**config.mk**
```make
export PLATFORM = sky130hd
export DESIGN_NAME = iirf_cell
export DESIGN_NICKNAME = d
export VERILOG_FILES = /design/src/rtl/core/iirf_pkg.sv /design/src/rtl/core/iirf_cell.sv
export SDC_FILE = /design/constraint.sdc
export NUM_CORES = 2
export LEC_CHECK = 0
export ABC_AREA = 0
export BUFFER_PORTS_ARGS = -buffer_cell sky130_fd_sc_hd__buf_2
export CAP_MARGIN = 5
export CORE_ASPECT_RATIO = 1.1
export CORE_MARGIN = 1.5
export CORE_UTILIZATION = 45
export DETAILED_ROUTE_END_ITERATION = 8
export GPL_ROUTABILITY_DRIVEN = 0
export GPL_TIMING_DRIVEN = 0
export SYNTH_ARGS = -nofsm -noshare
export SYNTH_HDL_FRONTEND = slang
export SYNTH_SLANG_ARGS = --single-unit
```
**constraint.sdc**
```tcl
create_clock -name clk -period 10.1 [get_ports clk]
set_input_delay 0 -clock clk [delete_from_list [all_inputs] [get_ports clk]]
set_output_delay 0 -clock clk [all_outputs]
set_load 0.05 [all_outputs]
```
**src/rtl/core/iirf_pkg.sv**
```systemverilog
// iirf_pkg: shared types and constants for the direct form I IIR filter core.
// No dependencies; imported by the cell, rounding stage and top level.
package iirf_pkg;

    localparam int COEFF_BITS   = 18;
    localparam int FRAC_BITS    = 14;
    localparam int HIST_DEPTH   = 3;
    localparam int NUM_REGS     = 7;
    localparam int CFG_IDX_BITS = 3;

    typedef logic signed [COEFF_BITS-1:0] coeff_t;

    typedef enum logic [CFG_IDX_BITS-1:0] {
        REG_FWD0 = 3'd0,
        REG_FWD1 = 3'd1,
        REG_FWD2 = 3'd2,
        REG_FWD3 = 3'd3,
        REG_FB1  = 3'd4,
        REG_FB2  = 3'd5,
        REG_FB3  = 3'd6
    } reg_idx_t;

    localparam coeff_t REG_RESET [NUM_REGS] = '{
        18'sd16384, 18'sd0, 18'sd0, 18'sd0, 18'sd0, 18'sd0, 18'sd0
    };

    // control shared by every cell in the row
    typedef struct packed {
        logic shift;
        logic restart;
    } cell_ctl_t;

endpackage

```
**src/rtl/core/iirf_cell.sv**
```systemverilog
// iirf_cell: tap cell; holds x[n-k], y[n-k] if HAS_TAP; adds fwd, subtracts fb product.
// Depends on iirf_pkg.
module iirf_cell
    import iirf_pkg::*;
#(
    parameter int SAMPLE_BITS = 16,
    parameter int ACC_W       = 37,
    parameter bit HAS_TAP     = 1'b1,
    parameter bit USE_FWD     = 1'b1,
    parameter bit USE_FB      = 1'b1
) (
    input  logic                          clk,
    input  logic                          rst_n,
    input  cell_ctl_t                     ctl,
    input  coeff_t                        fwd_coeff,
    input  coeff_t                        fb_coeff,
    input  logic signed [SAMPLE_BITS-1:0] x_in,
    input  logic signed [SAMPLE_BITS-1:0] y_in,
    input  logic signed [ACC_W-1:0]       acc_in,
    output logic signed [SAMPLE_BITS-1:0] x_out,
    output logic signed [SAMPLE_BITS-1:0] y_out,
    output logic signed [ACC_W-1:0]       acc_out
);

    localparam int PW = COEFF_BITS + SAMPLE_BITS;

    logic signed [SAMPLE_BITS-1:0] x_eff;
    logic signed [SAMPLE_BITS-1:0] y_eff;
    logic signed [PW-1:0]          fwd_prod;
    logic signed [PW-1:0]          fb_prod;

    generate
        if (HAS_TAP) begin : g_tap
            logic signed [SAMPLE_BITS-1:0] x_reg;
            logic signed [SAMPLE_BITS-1:0] y_reg;

            always_ff @(posedge clk or negedge rst_n)
            begin
                if (!rst_n)
                begin
                    x_reg <= '0;
                    y_reg <= '0;
                end
                else if (ctl.shift)
                begin
                    x_reg <= x_in;
                    y_reg <= y_in;
                end
            end

            // restart: past terms count as zero for this item and are flushed
            assign x_eff = ctl.restart ? '0 : x_reg;
            assign y_eff = ctl.restart ? '0 : y_reg;
        end
        else begin : g_head
            assign x_eff = x_in;
            assign y_eff = y_in;
        end

        if (USE_FWD) begin : g_fwd
            assign fwd_prod = fwd_coeff * x_eff;
        end
        else begin : g_no_fwd
            assign fwd_prod = '0;
        end

        if (USE_FB && HAS_TAP) begin : g_fb
            assign fb_prod = fb_coeff * y_eff;
        end
        else begin : g_no_fb
            assign fb_prod = '0;
        end
    endgenerate

    assign x_out   = x_eff;
    assign y_out   = y_eff;
    assign acc_out = acc_in + ACC_W'(fwd_prod) - ACC_W'(fb_prod);

endmodule

```
== Word level (Yosys, flattened, before mapping) ==
Index checks and enable logic that the tools add are counted.

* Flip-flop bits (word level): 32
* Bits of input ports: 109
* Output and inout bits: 69
* Word-level logic and storage cells: 8

* Add/subtract/negate cells: 2
* $mul: 2
* Muxes and demuxes: 2

{| class="wikitable"
|+ Operator list
! kind !! number
|-
| multiplier 18 x 16 -> 34 bit || 2
|-
| adder 37 x 34 -> 37 bit || 1
|-
| subtractor 37 x 34 -> 37 bit || 1
|-
| two-way mux 16 bit || 2
|}

== Depth between registers and ports, before layout ==
* Depth after elaboration: 4
* Depth in mapped cells: 30
* Depth with buffers taken out: 27

== Worst setup path before layout ==
Ideal clock, no wire load.

* Path type: register to output
* Start point: reg g_tap.x_reg[1]
* End point: out acc_out[34]
* Data arrival time: 8.321 ns
* Required time: 10.100 ns
* Setup slack: 1.779 ns
* Cell stages (with the launch flop): 27
* Buffers on the path: 2
* Cell sequence: dfrtp_1 -> nor2b_1 -> clkbuf_1 -> clkbuf_1 -> nand2_1 -> fa_1 -> inv_1 -> fa_1 -> inv_1 -> fa_1 -> inv_1 -> fa_1 -> fa_1 -> fa_1 -> fa_1 -> inv_1 -> fa_1 -> inv_1 -> ha_1 -> a21oi_1 -> o21ai_1 -> or3_1 -> nor4_4 -> o31ai_4 -> a21oi_1 -> o31ai_1 -> xnor2_1

* Word-level cells in the longest chain between the ends: 4

{| class="wikitable"
|+ RTL lines
! element !! line !! source
|-
| from (decl) || iirf_cell.sv:34 || <nowiki>logic signed [SAMPLE_BITS-1:0] x_reg;</nowiki>
|-
| from (signal assigned) || iirf_cell.sv:46 || <nowiki>x_reg <= x_in;</nowiki>
|-
| two-way mux 16 bit || iirf_cell.sv:52 || <nowiki>assign x_eff = ctl.restart ? '0 : x_reg;</nowiki>
|-
| via x_out[1] || iirf_cell.sv:20 || <nowiki>output logic signed [SAMPLE_BITS-1:0] x_out,</nowiki>
|-
| multiplier 18 x 16 -> 34 bit || iirf_cell.sv:61 || <nowiki>assign fwd_prod = fwd_coeff * x_eff;</nowiki>
|-
| adder 37 x 34 -> 37 bit || iirf_cell.sv:77 || <nowiki>assign acc_out = acc_in + ACC_W'(fwd_prod) - ACC_W'(fb_prod);</nowiki>
|-
| subtractor 37 x 34 -> 37 bit || iirf_cell.sv:77 ||
|-
| to (decl) || iirf_cell.sv:22 || <nowiki>output logic signed [ACC_W-1:0] acc_out</nowiki>
|}

The timed path passes the listed nets, and every way through them passes these cells.

== Worst setup path after layout ==
* Start point: reg g_tap.x_reg[0]
* End point: out acc_out[36]

* Word-level cells in the longest chain between the ends: 4

{| class="wikitable"
|+ RTL lines
! element !! line
|-
| two-way mux 16 bit || iirf_cell.sv:52
|-
| multiplier 18 x 16 -> 34 bit || iirf_cell.sv:61
|-
| adder 37 x 34 -> 37 bit || iirf_cell.sv:77
|-
| subtractor 37 x 34 -> 37 bit || iirf_cell.sv:77
|}

Every way passes these cells.

==> results.json <==
{
  "status": "finished, final reports clean",
  "place.port_buffers": 176,
  "drive_above_1_share_pct": 8.17,
  "yosysWarnings": 0,
  "synth_top_family_by_area": "adder cells",
  "path_clk_slew_ns": 0.05,
  "synth-edff-count": 0,
  "worst_r2r_path_depth": 1,
  "cts_tree": "yes",
  "final_cell_mix": "806 x inv_1, 712 x fa_1, 288 x and2_1",
  "max_slew_margin_pct": 32.0,
  "grtUsageTotal_pct": 26.3,
  "max_freq_mhz": 103,
  "synth-compound-area-share_pct": 2.42,
  "hold_ws_ns": 0.00665,
  "rsz0062_at_grt": "false",
  "rr_endpoint": "g_tap.y_reg[15]",
  "tightestPinTransition_ns": 1.01,
  "cts.path.max_buffers": 2,
  "worstHoldPathCells": 2,
  "drt_iter0_drc": 993,
  "cp_data_required_time_ns": 10.10,
  "routed-via-count": 18031,
  "post-dp-hpwl_mm": 64.5,
  "hold_violations": 0,
  "initial_core_util_pct": 45.4,
  "layout.nets": 3868,
  "synthSimpleGateAreaFrac_pct": 13.6,
  "grt_antenna_before_repair": 0,
  "cts_root_buffer": "clkbuf_16",
  "holdCritStartpoint": "y_in[11]",
  "hold_class": "in -> reg",
  "grt_pass1_wl_mm": 115,
  "dr.pass1.iters": 6,
  "vias_per_cell": 4.97,
  "async_reset_ff_share_pct": 100,
  "final_antenna_net_count": 0,
  "die_y_um": 252,
  "synth_xor_xnor_area_share_pct": 1.48,
  "fin_crit_sh_pct": 95.7,
  "worst_ep_arrival_time_ns": 9.67,
  "clock_latency_ns": 0.27,
  "finalWirelength_mm": 72.2,
  "clock_skew_ns": 0,
  "synth-adder-area-share_pct": 64.5,
  "dieArea_um2": 57900,
  "cts_setup_buffers": 0,
  "num_rows": 91,
  "endpoint_kind": "output port",
  "grt_pass1_vias": 20637,
  "layout.cells.most_common": "inv_1",
  "synth_mux_area_share_pct": 1.42,
  "htree_levels": 2,
  "die_w_um": 230,
  "setup_viol": 0,
  "yosysSeqAreaShare_pct": 3.15,
  "timing.setup.tns_ns": 0,
  "ff2ff_setup_slack_ns": 9.33,
  "drc_errors": 0,
  "grt_start_max_net_pins": 33,
  "ys_types": 52,
  "critical_path_class": "reg -> out",
  "ys_ff_latch": 32,
  "drv_cap": 0,
  "cp_max_fo": 16,
  "syn-instance-count": 2662,
  "yosys_most_used_dff": "dfrtp_1",
  "syn_to_final_growth_pct": 9.01,
  "min_to": "g_tap.y_reg[11]",
  "maxSlewViolCount": 0,
  "syn_area_um2": 25400,
  "core_um2": 55900,
  "grt_overflow": 0,
  "wire_per_inst_um": 19.9,
  "cts_sinks": 32,
  "layout_min_cycle_time_ns": 9.67,
  "syn_nets": 3653,
  "cp-start-kind": "register",
  "r2r_start": "g_tap.y_reg[15]",
  "io_pins": 178,
  "cts_made_buffers": 5,
  "syn_area_per_cell_um2": 9.54
}
==> final cells by class <==
type / count / area [um2]
well taps: 744 / 931
multi-input cells: 1717 / 21200
inverters: 806 / 3030
plain buffers: 107 / 408
diodes: 3 / 7.51
repair buffers: 208 / 1200
flip-flops and latches: 32 / 801
clock buffers: 8 / 146
fillers: 5284 / 28200
==> critical path, cell delays in order, from the launching register on <==
cell and delay (ns):
dfrtp_1 0.33, nor2b_1 0.12, clkbuf_1 0.58, clkbuf_1 0.54, nand2_1 0.58, ha_1 0.48
inv_1 0.05, fa_1 0.49, inv_1 0.05, fa_1 0.47, inv_1 0.05, fa_1 0.49
fa_1 0.59, fa_1 0.43, fa_1 0.49, inv_1 0.05, fa_1 0.59, inv_1 0.07
ha_1 0.34, a21oi_1 0.17, o21ai_1 0.14, or3_1 0.44, nor4_4 0.60, o31ai_4 0.22
a311o_1 0.36, a21oi_1 0.21, xnor2_1 0.13, buf_2 0.27
==> per-layer routing <==
layer  global-route usage (%)  up-vias  routed length, um
li1                         -     7899                  -
met2                     46.9      541              37000
met5                        0        -                  0
met4                     11.6        0               3880
met3                     2.94      160               3660
met1                     32.1     9431              27700
==> through the flow <==
| stage | setup slack [ns] | cells | util [%] | instance area [um2] |
|---|---|---|---|---|
| after global placement | 0.651 | 3582 | 48.7 | 27200 |
| after floorplan | 1.78 | 2662 | - | 25400 |
| after detailed placement | 0.556 | 3582 | 48.7 | 27200 |
| after CTS | 0.341 | 3622 | 49.5 | 27700 |
| final | 0.433 | 3625 | 49.5 | 27700 |
| after global routing | 0.0824 | 3622 | 49.5 | 27700 |
==> logic make-up after synthesis <==
logic type	count (synthesis)
AND/OR/NAND/NOR	669
adder cells (fa/ha/maj)	882
AO/OA/AOI/OAI	91
buffers and inverters	913
flip-flops	32
XOR/XNOR	43
multiplexers	32
==> worst max path at each step <==
stage / end / slack, ns / cells past startpoint / from
global placement: acc_out[36] / 0.65 / 29 / ctl[0]
floorplan: acc_out[34] / 1.78 / 26 / g_tap.x_reg[1]
detailed placement: acc_out[36] / 0.56 / 29 / ctl[0]
CTS: acc_out[36] / 0.34 / 27 / g_tap.x_reg[1]
finish: acc_out[36] / 0.43 / 27 / g_tap.x_reg[0]
global route: acc_out[36] / 0.08 / 27 / g_tap.x_reg[3]
==> Yosys cell counts (2+ instances only) <==
master / instances / area share, %
or4_1: 2 / 0.059
buf_1: 3 / 0.044
fa_1: 712 / 56
nor2b_1: 31 / 0.76
nand2_1: 263 / 3.9
or3_1: 4 / 0.098
xor2_1: 13 / 0.45
clkbuf_1: 103 / 1.5
xnor2_1: 30 / 1.0
or2_2: 6 / 0.15
o21bai_1: 3 / 0.089
inv_1: 806 / 12
dfrtp_1: 32 / 3.2
and3_2: 2 / 0.059
a31oi_1: 3 / 0.074
a21oi_1: 36 / 0.71
nand3_1: 7 / 0.14
nand4_1: 6 / 0.15
nor3_1: 7 / 0.14
nor2_1: 41 / 0.61
o31a_1: 2 / 0.069
mux2_2: 32 / 1.4
and2_1: 288 / 7.1
o21ai_0: 10 / 0.20
a21o_1: 19 / 0.56
ha_1: 170 / 8.4
o21ai_1: 2 / 0.039
nand2b_1: 5 / 0.12
==> timing repair <==
item	CTS	global route
setup endpoints to repair	0	1
hold buffers	32	0
endpoints found under the hold margin	63	0
gates resized for setup	0	4
Power is left out: the tool's default activity adds up to more than one toggle a clock period on the data nets, which glitch-free logic cannot reach.
