$ cat src/rtl/core/iirf_pkg.sv
// iirf_pkg: shared types and constants for the direct form I IIR filter core.
// No dependencies; imported by the cell, rounding stage and top level.
package iirf_pkg;

    localparam int COEFF_BITS   = 18;
    localparam int FRAC_BITS    = 14;
    localparam int HIST_DEPTH   = 3;
    localparam int NUM_REGS     = 7;
    localparam int CFG_IDX_BITS = 3;

    typedef logic signed [COEFF_BITS-1:0] coeff_t;

    typedef enum logic [CFG_IDX_BITS-1:0] {
        REG_FWD0 = 3'd0,
        REG_FWD1 = 3'd1,
        REG_FWD2 = 3'd2,
        REG_FWD3 = 3'd3,
        REG_FB1  = 3'd4,
        REG_FB2  = 3'd5,
        REG_FB3  = 3'd6
    } reg_idx_t;

    localparam coeff_t REG_RESET [NUM_REGS] = '{
        18'sd16384, 18'sd0, 18'sd0, 18'sd0, 18'sd0, 18'sd0, 18'sd0
    };

    // control shared by every cell in the row
    typedef struct packed {
        logic shift;
        logic restart;
    } cell_ctl_t;

endpackage

$ cat src/rtl/core/iirf_rndsat.sv
// iirf_rndsat: round half up by FRAC_BITS and saturate to SAMPLE_BITS signed bits.
// Depends on iirf_pkg.
module iirf_rndsat
    import iirf_pkg::*;
#(
    parameter int SAMPLE_BITS = 16,
    parameter int ACC_W       = 37
) (
    input  logic signed [ACC_W-1:0]       acc,
    output logic signed [SAMPLE_BITS-1:0] y,
    output logic                          sat
);

    localparam int BW = ACC_W + 1;
    localparam int SW = BW - FRAC_BITS;

    logic signed [BW-1:0] biased;
    logic signed [SW-1:0] shifted;
    logic                 all_zero;
    logic                 all_ones;

    assign biased   = BW'(acc) + BW'(signed'(1 <<< (FRAC_BITS - 1)));
    assign shifted  = biased[BW-1:FRAC_BITS];
    assign all_zero = ~|shifted[SW-1:SAMPLE_BITS-1];
    assign all_ones = &shifted[SW-1:SAMPLE_BITS-1];
    assign sat      = !(all_zero || all_ones);

    always_comb
    begin
        if (!sat)
            y = shifted[SAMPLE_BITS-1:0];
        else if (shifted[SW-1])
            y = {1'b1, {(SAMPLE_BITS-1){1'b0}}};
        else
            y = {1'b0, {(SAMPLE_BITS-1){1'b1}}};
    end

endmodule
$ cat config.mk
export PLATFORM = sky130hd
export DESIGN_NAME = iirf_rndsat
export DESIGN_NICKNAME = d
export VERILOG_FILES = /design/src/rtl/core/iirf_pkg.sv /design/src/rtl/core/iirf_rndsat.sv
export SDC_FILE = /design/constraint.sdc
export NUM_CORES = 1
export LEC_CHECK = 0
export ABC_AREA = 0
export BUFFER_PORTS_ARGS = -buffer_cell sky130_fd_sc_hd__clkbuf_2
export CORE_AREA = 2 2 51 53
export DETAILED_ROUTE_END_ITERATION = 10
export DIE_AREA = 0 0 53 55
export GPL_TIMING_DRIVEN = 0
export PLACE_DENSITY_LB_ADDON = 0.12
export SLEW_MARGIN = 25
export SYNTH_ARGS = -nofsm -noshare
export SYNTH_HDL_FRONTEND = slang
export SYNTH_SLANG_ARGS = --single-unit
$ cat constraint.sdc
create_clock -name vclk -period 3.6
set_clock_uncertainty 0.2 [all_clocks]
set_input_delay 0.36 -clock vclk [all_inputs]
set_output_delay 0.36 -clock vclk [all_outputs]
set_load 0.05 [all_outputs]
==> After elaboration in Yosys (flattened, before gate mapping) <==
Cells that the tools add are included.
W data, S select, Z words.
{ "op_classes": {"muxes": 2, "add_sub_neg": 1, "reduce_logical": 5} }
{ "ops": {"columns": ["op", "n"], "rows": [
  ["$add A37 B15 Y38 const B", 1],
  ["$mux W16", 2],
  ["$reduce_and A9 Y1", 1],
  ["$reduce_or A9 Y1", 1],
  ["$logic_not A1 Y1", 2],
  ["$logic_or A1 B1 Y1", 1]
]} }
{ "totals": {"inputBits": 37, "reg_bits": 0, "wordCells": 8, "output_inout_bits": 17} }

==> Longest topological paths before layout <==
Gate-level depths: netlist (run 1).
{ "logic_depth": {"word_depth": 5, "ltp_mapped": 9} }

==> Worst setup path after synthesis (run 1) <==
Ideal clock, no wire load.
{ "synth_timing": {"path_type": "in2out", "from": "input acc[21]", "to": "output y[11]", "t_arrival_ps": 2925, "stages": 8, "path_slack_ps": 115, "n_path_buf": 2, "required_time_ps": 3040, "path_cell_list": "nand4_2 > or4_1 > buf_2 > or4_4 > a22oi_4 > a21oi_2 > buf_6 > o21ai_1"} }
{ "synth_between": {"elab_chain_len": 5} }
{ "synth_rtl": {"columns": ["element", "line", "rtl"], "rows": [
  ["from (decl)", "iirf_rndsat.sv:9", "input logic signed [ACC_W-1:0] acc,"],
  ["$add A37 B15 Y38 (*)", "iirf_rndsat.sv:22", "assign biased = BW'(acc) + BW'(signed'(1 <<< (FRAC_BITS - 1)));"],
  ["$reduce_or A9 Y1", "iirf_rndsat.sv:24", "assign all_zero = ~|shifted[SW-1:SAMPLE_BITS-1];"],
  ["$logic_not A1 Y1", "iirf_rndsat.sv:24", null],
  ["$logic_or A1 B1 Y1", "iirf_rndsat.sv:26", "assign sat = !(all_zero || all_ones);"],
  ["$mux W16 (*)", "iirf_rndsat.sv:30", "if (!sat)"],
  ["to (decl)", "iirf_rndsat.sv:10", "output logic signed [SAMPLE_BITS-1:0] y,"]
]} }
Mark *: on every way between the ends. The rest lies on a longest branch, timed or not.

==> Worst setup path in the final report (run 1) <==
{ "layout_timing": {"from": "input acc[21]", "to": "output y[6]"} }
Same word-level chain as after synthesis.

==> flow_summary.json, run 1 <==
{
  "tightest_slew_ns": 0.587,
  "antenna_found_initial": 0,
  "synthDistinctLibCells": 39,
  "p_leak_nw": 0.433,
  "synth_fa_ha_area_share_pct": 1.58,
  "worstPathArrival_ns": 2.85,
  "synth_compound_area_share_pct": 30.3,
  "syn_inst": 125,
  "rsz0062_at_grt": "false",
  "fin_ws_ns": 0.189,
  "grt_use_total_pct": 16.9,
  "fin_tns_setup_ns": 0,
  "regArea_um2": 0,
  "switchingPower_uw": 96.8,
  "p_int_uw": 46.8,
  "cts_hold_buf": 0,
  "die_x_um": 53,
  "synth_area_um2": 792,
  "startpoint_type": "input pin",
  "grt_max_degree": 11,
  "whs_path_depth": 4,
  "path_max_fanout": 10,
  "synth-xor-area-share_pct": 16.6,
  "syn_avg_cell_area_um2": 6.34,
  "route.vias.total": 1084,
  "design.seq.count": 0,
  "post_drt_wl_per_cell_um": 11.9,
  "cap_violations": 0,
  "p_seq_share_pct": 0,
  "dr.pass1.iters": 4,
  "p_per_area_nw_per_um2": 129,
  "placementRows": 18,
  "ys_seq_area_share_pct": 0,
  "synth.area.top_cells": "xnor2_1, nand3_1, nor2_1",
  "wirelength_um": 2380,
  "overflow": 0,
  "post-place-ws_ns": 0.0798,
  "maxSlewHeadroom_pct": 60.5,
  "setup_viol": 0,
  "drcViolationCount": 0,
  "dp_hpwl_um": 1920,
  "final_cell_mix": "clkbuf_2, nand3_1, nor2_1",
  "start_util_pct": 33.5,
  "synth_top_area_cell": "xnor2_1",
  "nClkBuffers": 0,
  "nets": 210,
  "synth-warning-count": 0,
  "worst_setup_path_end_kind": "output port",
  "fmax_mhz": 293,
  "final_common_cell": "clkbuf_2",
  "gp_congestion": 0.765,
  "grt_pass1_wl_um": 3880,
  "io_pins": 54,
  "finalCritPeriodShare_pct": 94.7,
  "antenna_cells": 0,
  "path_class": "in2out",
  "hold_class": "in2out",
  "min_from": "acc[25]",
  "slew_violations": 0,
  "final-hold-violation-count": 0,
  "synth_top_family_by_area": "simple AND/OR/NAND/NOR gates",
  "comb_power_share_pct": 100.0,
  "die_h_um": 55,
  "grt_pass1_vias": 854,
  "hold_end": "y[11]",
  "drive_gt1_share_pct": 34.7,
  "routed_via_density": 5.42,
  "required_ns": 3.04,
  "core_area_um2": 2360,
  "crit_path_start": "acc[21]",
  "yosys.area_share.simple_pct": 44.5,
  "synthMuxAreaShare_pct": 0,
  "drt_iter0_drc": 18,
  "netlist.area_leader.share_pct": 11.1,
  "portBuffers": 40,
  "drtAntennaViolNets": 0,
  "area_growth_pct": 40.4,
  "period_minus_slack_ns": 3.41,
  "worst_ir_drop_vdd_mv": 0.0921,
  "post-route-util_pct": 47.0,
  "power_frac_clock_pct": 0,
  "p_sw_share_pct": 67.4,
  "syn_nets": 163,
  "die_area_um2": 2920,
  "status": "finished clean"
}
-- per-stage QoR --
stage | power, mW | area (um2) | hold WS (ns) | cells
2_1_floorplan | 0.0920 | 792 | 0.795 | 125
3_3_place_gp | 0.134 | 1030 | 1.02 | 195
3_5_place_dp | 0.135 | 1030 | 1.02 | 195
4_1_cts | 0.135 | 1030 | 1.03 | 195
5_1_grt | 0.154 | 1110 | 1.05 | 200
6_report | 0.144 | 1110 | 1.00 | 200
-- power groups by stage --
stage,sequential [mW],clock (mW),combinational [mW]
4_1_cts,0,0,0.135
3_5_place_dp,0,0,0.135
2_1_floorplan,0,0,0.0920
3_3_place_gp,0,0,0.134
6_report,0,0,0.144
5_1_grt,0,0,0.154
-- layer usage --
metal | vias to the layer above | GRT usage, % | wire, um
met5 | - | 0 | 0
met4 | 0 | 0 | 0
met3 | 0 | 0.269 | 123
met2 | 33 | 29.2 | 1120
met1 | 487 | 25.0 | 1140
li1 | 564 | - | -
-- logic make-up after synthesis --
kind of cell | count (synthesis)
simple gates | 66
compound gates | 31
xor+xnor | 15
buf+inv | 12
fa+ha+maj | 1
-- worst max path at each step --
stage	cells after the start	end	slack, ns
2_1_floorplan	8	y[11]	0.11
3_3_place_gp	9	y[4]	0.06
3_5_place_dp	9	y[4]	0.08
4_1_cts	9	y[4]	0.07
5_1_grt	10	y[10]	0.01
6_report	10	y[6]	0.19
-- cell type report --
class / count / area (um2)
inverters: 6 / 22.5
fillers: 252 / 1250
well taps: 30 / 37.5
plain buffers: 6 / 35.0
multi-input cells: 113 / 753
repair buffers: 45 / 264
-- worst max-delay path: stages --
cell and delay (ns):
clkbuf_2 0.15, nand4_4 0.15, or4_1 0.51, buf_2 0.19
or4_4 0.54, a22oi_4 0.24, a21oi_2 0.11, buf_6 0.18
nor3_2 0.17, clkbuf_4 0.25
-- Yosys cell counts (3+ instances only) --
cell and number:
nand4_1 4, nor2_1 14, nor3_2 4, and3_1 3, inv_1 6, xor2_1 5, nor3_1 7, nand3_1 15
xnor2_1 10, o21ai_1 10, nand2_1 10, a21oi_1 3, clkbuf_1 3
-- timing repair --
item,CTS,global route
resized for setup,0,31
endpoints found under the setup margin,0,15
setup buffers,0,5
No activity file was read; power rests on OpenSTA's default activity.
==> run 2: changes to the inputs <==
--- a/config.mk
+++ b/config.mk
@@ -5,11 +5,11 @@
 export SDC_FILE = /design/constraint.sdc
 export NUM_CORES = 1
 export LEC_CHECK = 0
-export ABC_AREA = 0
+export ABC_AREA = 1
 export BUFFER_PORTS_ARGS = -buffer_cell sky130_fd_sc_hd__clkbuf_2
-export CORE_AREA = 2 2 51 53
+export CORE_AREA = 2 2 47 49
 export DETAILED_ROUTE_END_ITERATION = 10
-export DIE_AREA = 0 0 53 55
+export DIE_AREA = 0 0 49 51
 export GPL_TIMING_DRIVEN = 0
 export PLACE_DENSITY_LB_ADDON = 0.12
 export SLEW_MARGIN = 25
==> flow_summary.json, run 2 <==
{
  "synth_compound_area_share_pct": 1.17,
  "postCtsResizedCells": 0,
  "core_area_um2": 2060,
  "path_class": "in2out",
  "holdWs_ns": 0.994,
  "dp_hpwl_um": 1900,
  "synth-warning-count": 0,
  "grt_pass1_wl_um": 3640,
  "design.seq.count": 0,
  "wirelength_um": 2090,
  "route.vias.total": 1088,
  "netlist.area_leader.share_pct": 33.4,
  "final_cells": 238,
  "comb_power_share_pct": 100.0,
  "dp.cells": 238,
  "multiInputGateArea_um2": 762,
  "synth_area_um2": 853,
  "synth_fa_ha_area_share_pct": 1.47,
  "portBuffers": 41,
  "post_drt_wl_per_cell_um": 8.76,
  "synth-xor-area-share_pct": 15.4,
  "fin_tns_setup_ns": 0,
  "die_h_um": 51,
  "start_util_pct": 41.4,
  "path_cells": "clkbuf_2 > ha_1 > nand2_1 > nor2_4 > nand2_1 > nor2_1 > nand3_1 > nand2_1 > nand2_1 > nor2_1 > nand2_1 > nand2_4 > buf_8 > nand2_1 > nand2_2 > clkbuf_2",
  "drtAntennaViolNets": 0,
  "rsz0062_at_grt": "false",
  "busiest_layer": "met2",
  "required_ns": 3.04,
  "routed_via_density": 4.57,
  "final_common_cell": "nand2_1",
  "drive_gt1_share_pct": 28.1,
  "syn_inst": 169,
  "area_growth_pct": 28.2,
  "synth.area.top_cells": "nand2_1, nor2_1, xor2_1",
  "die_x_um": 49,
  "grt_pass1_vias": 948,
  "synthDistinctLibCells": 20,
  "nets": 250,
  "dr.pass1.iters": 4,
  "status": "finished clean",
  "placementRows": 17,
  "tightest_slew_ns": 0.347,
  "synth_top_area_cell": "nand2_1",
  "use_met1_pct": 21.9,
  "post-cts-setup-buffers": 0,
  "p_seq_share_pct": 0,
  "yosys.area_share.simple_pct": 71.3,
  "antenna_found_initial": 0,
  "post-route-util_pct": 53.0,
  "switchingPower_uw": 96.6,
  "cap_violations": 0,
  "overflow": 0,
  "ys_seq_area_share_pct": 0,
  "met2_usage_pct": 33.6,
  "setup_viol": 0,
  "grt_use_total_pct": 17.2,
  "cts_hold_buf": 0,
  "path_max_fanout": 10,
  "drt_iter0_drc": 15,
  "die_area_um2": 2500,
  "worst_ir_drop_vdd_mv": 0.0920,
  "p_sw_share_pct": 69.9,
  "final_cell_mix": "nand2_1, clkbuf_2, nor2_1",
  "final-hold-violation-count": 0,
  "worst_setup_path_end_kind": "output port",
  "hold_class": "in2out",
  "nClkBuffers": 0,
  "critical_path.max_stage_delay_ns": 0.26,
  "power_frac_clock_pct": 0,
  "maxSlewHeadroom_pct": 76.9,
  "synthTopCellsByCount": "nand2_1, nor2_1, inv_1",
  "p_leak_nw": 0.613,
  "io_pins": 54,
  "worstPathArrival_ns": 2.29,
  "p_int_uw": 41.7,
  "syn_avg_cell_area_um2": 5.05,
  "finalCritPeriodShare_pct": 79.1,
  "critPathTopFamily": "simple AND/OR/NAND/NOR gates",
  "yosysMostFrequentCell": "nand2_1",
  "fmax_mhz": 351,
  "met3_usage_pct": 0.877,
  "regArea_um2": 0,
  "gp_congestion": 0.808,
  "slew_violations": 0,
  "crit_buf_inv": 3,
  "grt_max_degree": 11,
  "drcViolationCount": 0,
  "path_common_cell": "nand2_1",
  "antenna_cells": 0,
  "startpoint_type": "input pin",
  "synth_top_family_by_area": "simple AND/OR/NAND/NOR gates",
  "p_per_area_nw_per_um2": 126,
  "critPathSlowestCell": "clkbuf_2",
  "syn_nets": 207,
  "synthMuxAreaShare_pct": 0,
  "period_minus_slack_ns": 2.85,
  "fillers": 232
}
run 2: cell count changes in the layout (fill, tap and decap cells not counted), moves of 8 or more:
cell      delta
nand2_1     +66
clkbuf_2    +16
nor2_1      +10
o21ai_1     -10
inv_1        +9
clkbuf_4     -8
run 2: metal layers:
layer,vias up,routed length [um],share of wire (%)
met5,-,0,0
met4,0,0,0
met3,0,119,5.7
met2,33,999,48
met1,460,967,46
li1,595,-,-
run 2: path summary, 6_finish.rpt:
| check | startpoint | to | slack (ns) | cells past startpoint |
|---|---|---|---|---|
| setup / recovery | acc[14] | y[6] | 0.75 | 16 |
| hold / removal | acc[36] | y[15] | 0.99 | 4 |
run 2: metrics by stage:
stage | total power [mW] | cell area (um2) | worst slack, ns
6_report | 0.138 | 1090 | 0.752
3_3_place_gp | 0.138 | 1090 | 0.746
3_5_place_dp | 0.139 | 1090 | 0.726
4_1_cts | 0.139 | 1090 | 0.724
2_1_floorplan | 0.0992 | 853 | 0.348
5_1_grt | 0.151 | 1090 | 0.507
run 2: logic make-up after synthesis:
group           after synthesis
simple gates                134
buf+inv                      17
xor+xnor                     15
compound gates                2
fa+ha+maj                     1
run 2: area by class of cell:
type                       count  area share, %
tap                           28           3.20
buffer                         2           3.20
inverter                      15           5.15
multi-input combinational    152           69.7
timing repair buffer          41           18.8
run 2: power by group through the flow:
| stage | Clock, mW | Combinational (mW) | Sequential, mW |
|---|---|---|---|
| global route | 0 | 0.151 | 0 |
| detailed placement | 0 | 0.139 | 0 |
| floorplan | 0 | 0.0992 | 0 |
| CTS | 0 | 0.139 | 0 |
| global placement | 0 | 0.138 | 0 |
| finish | 0 | 0.138 | 0 |
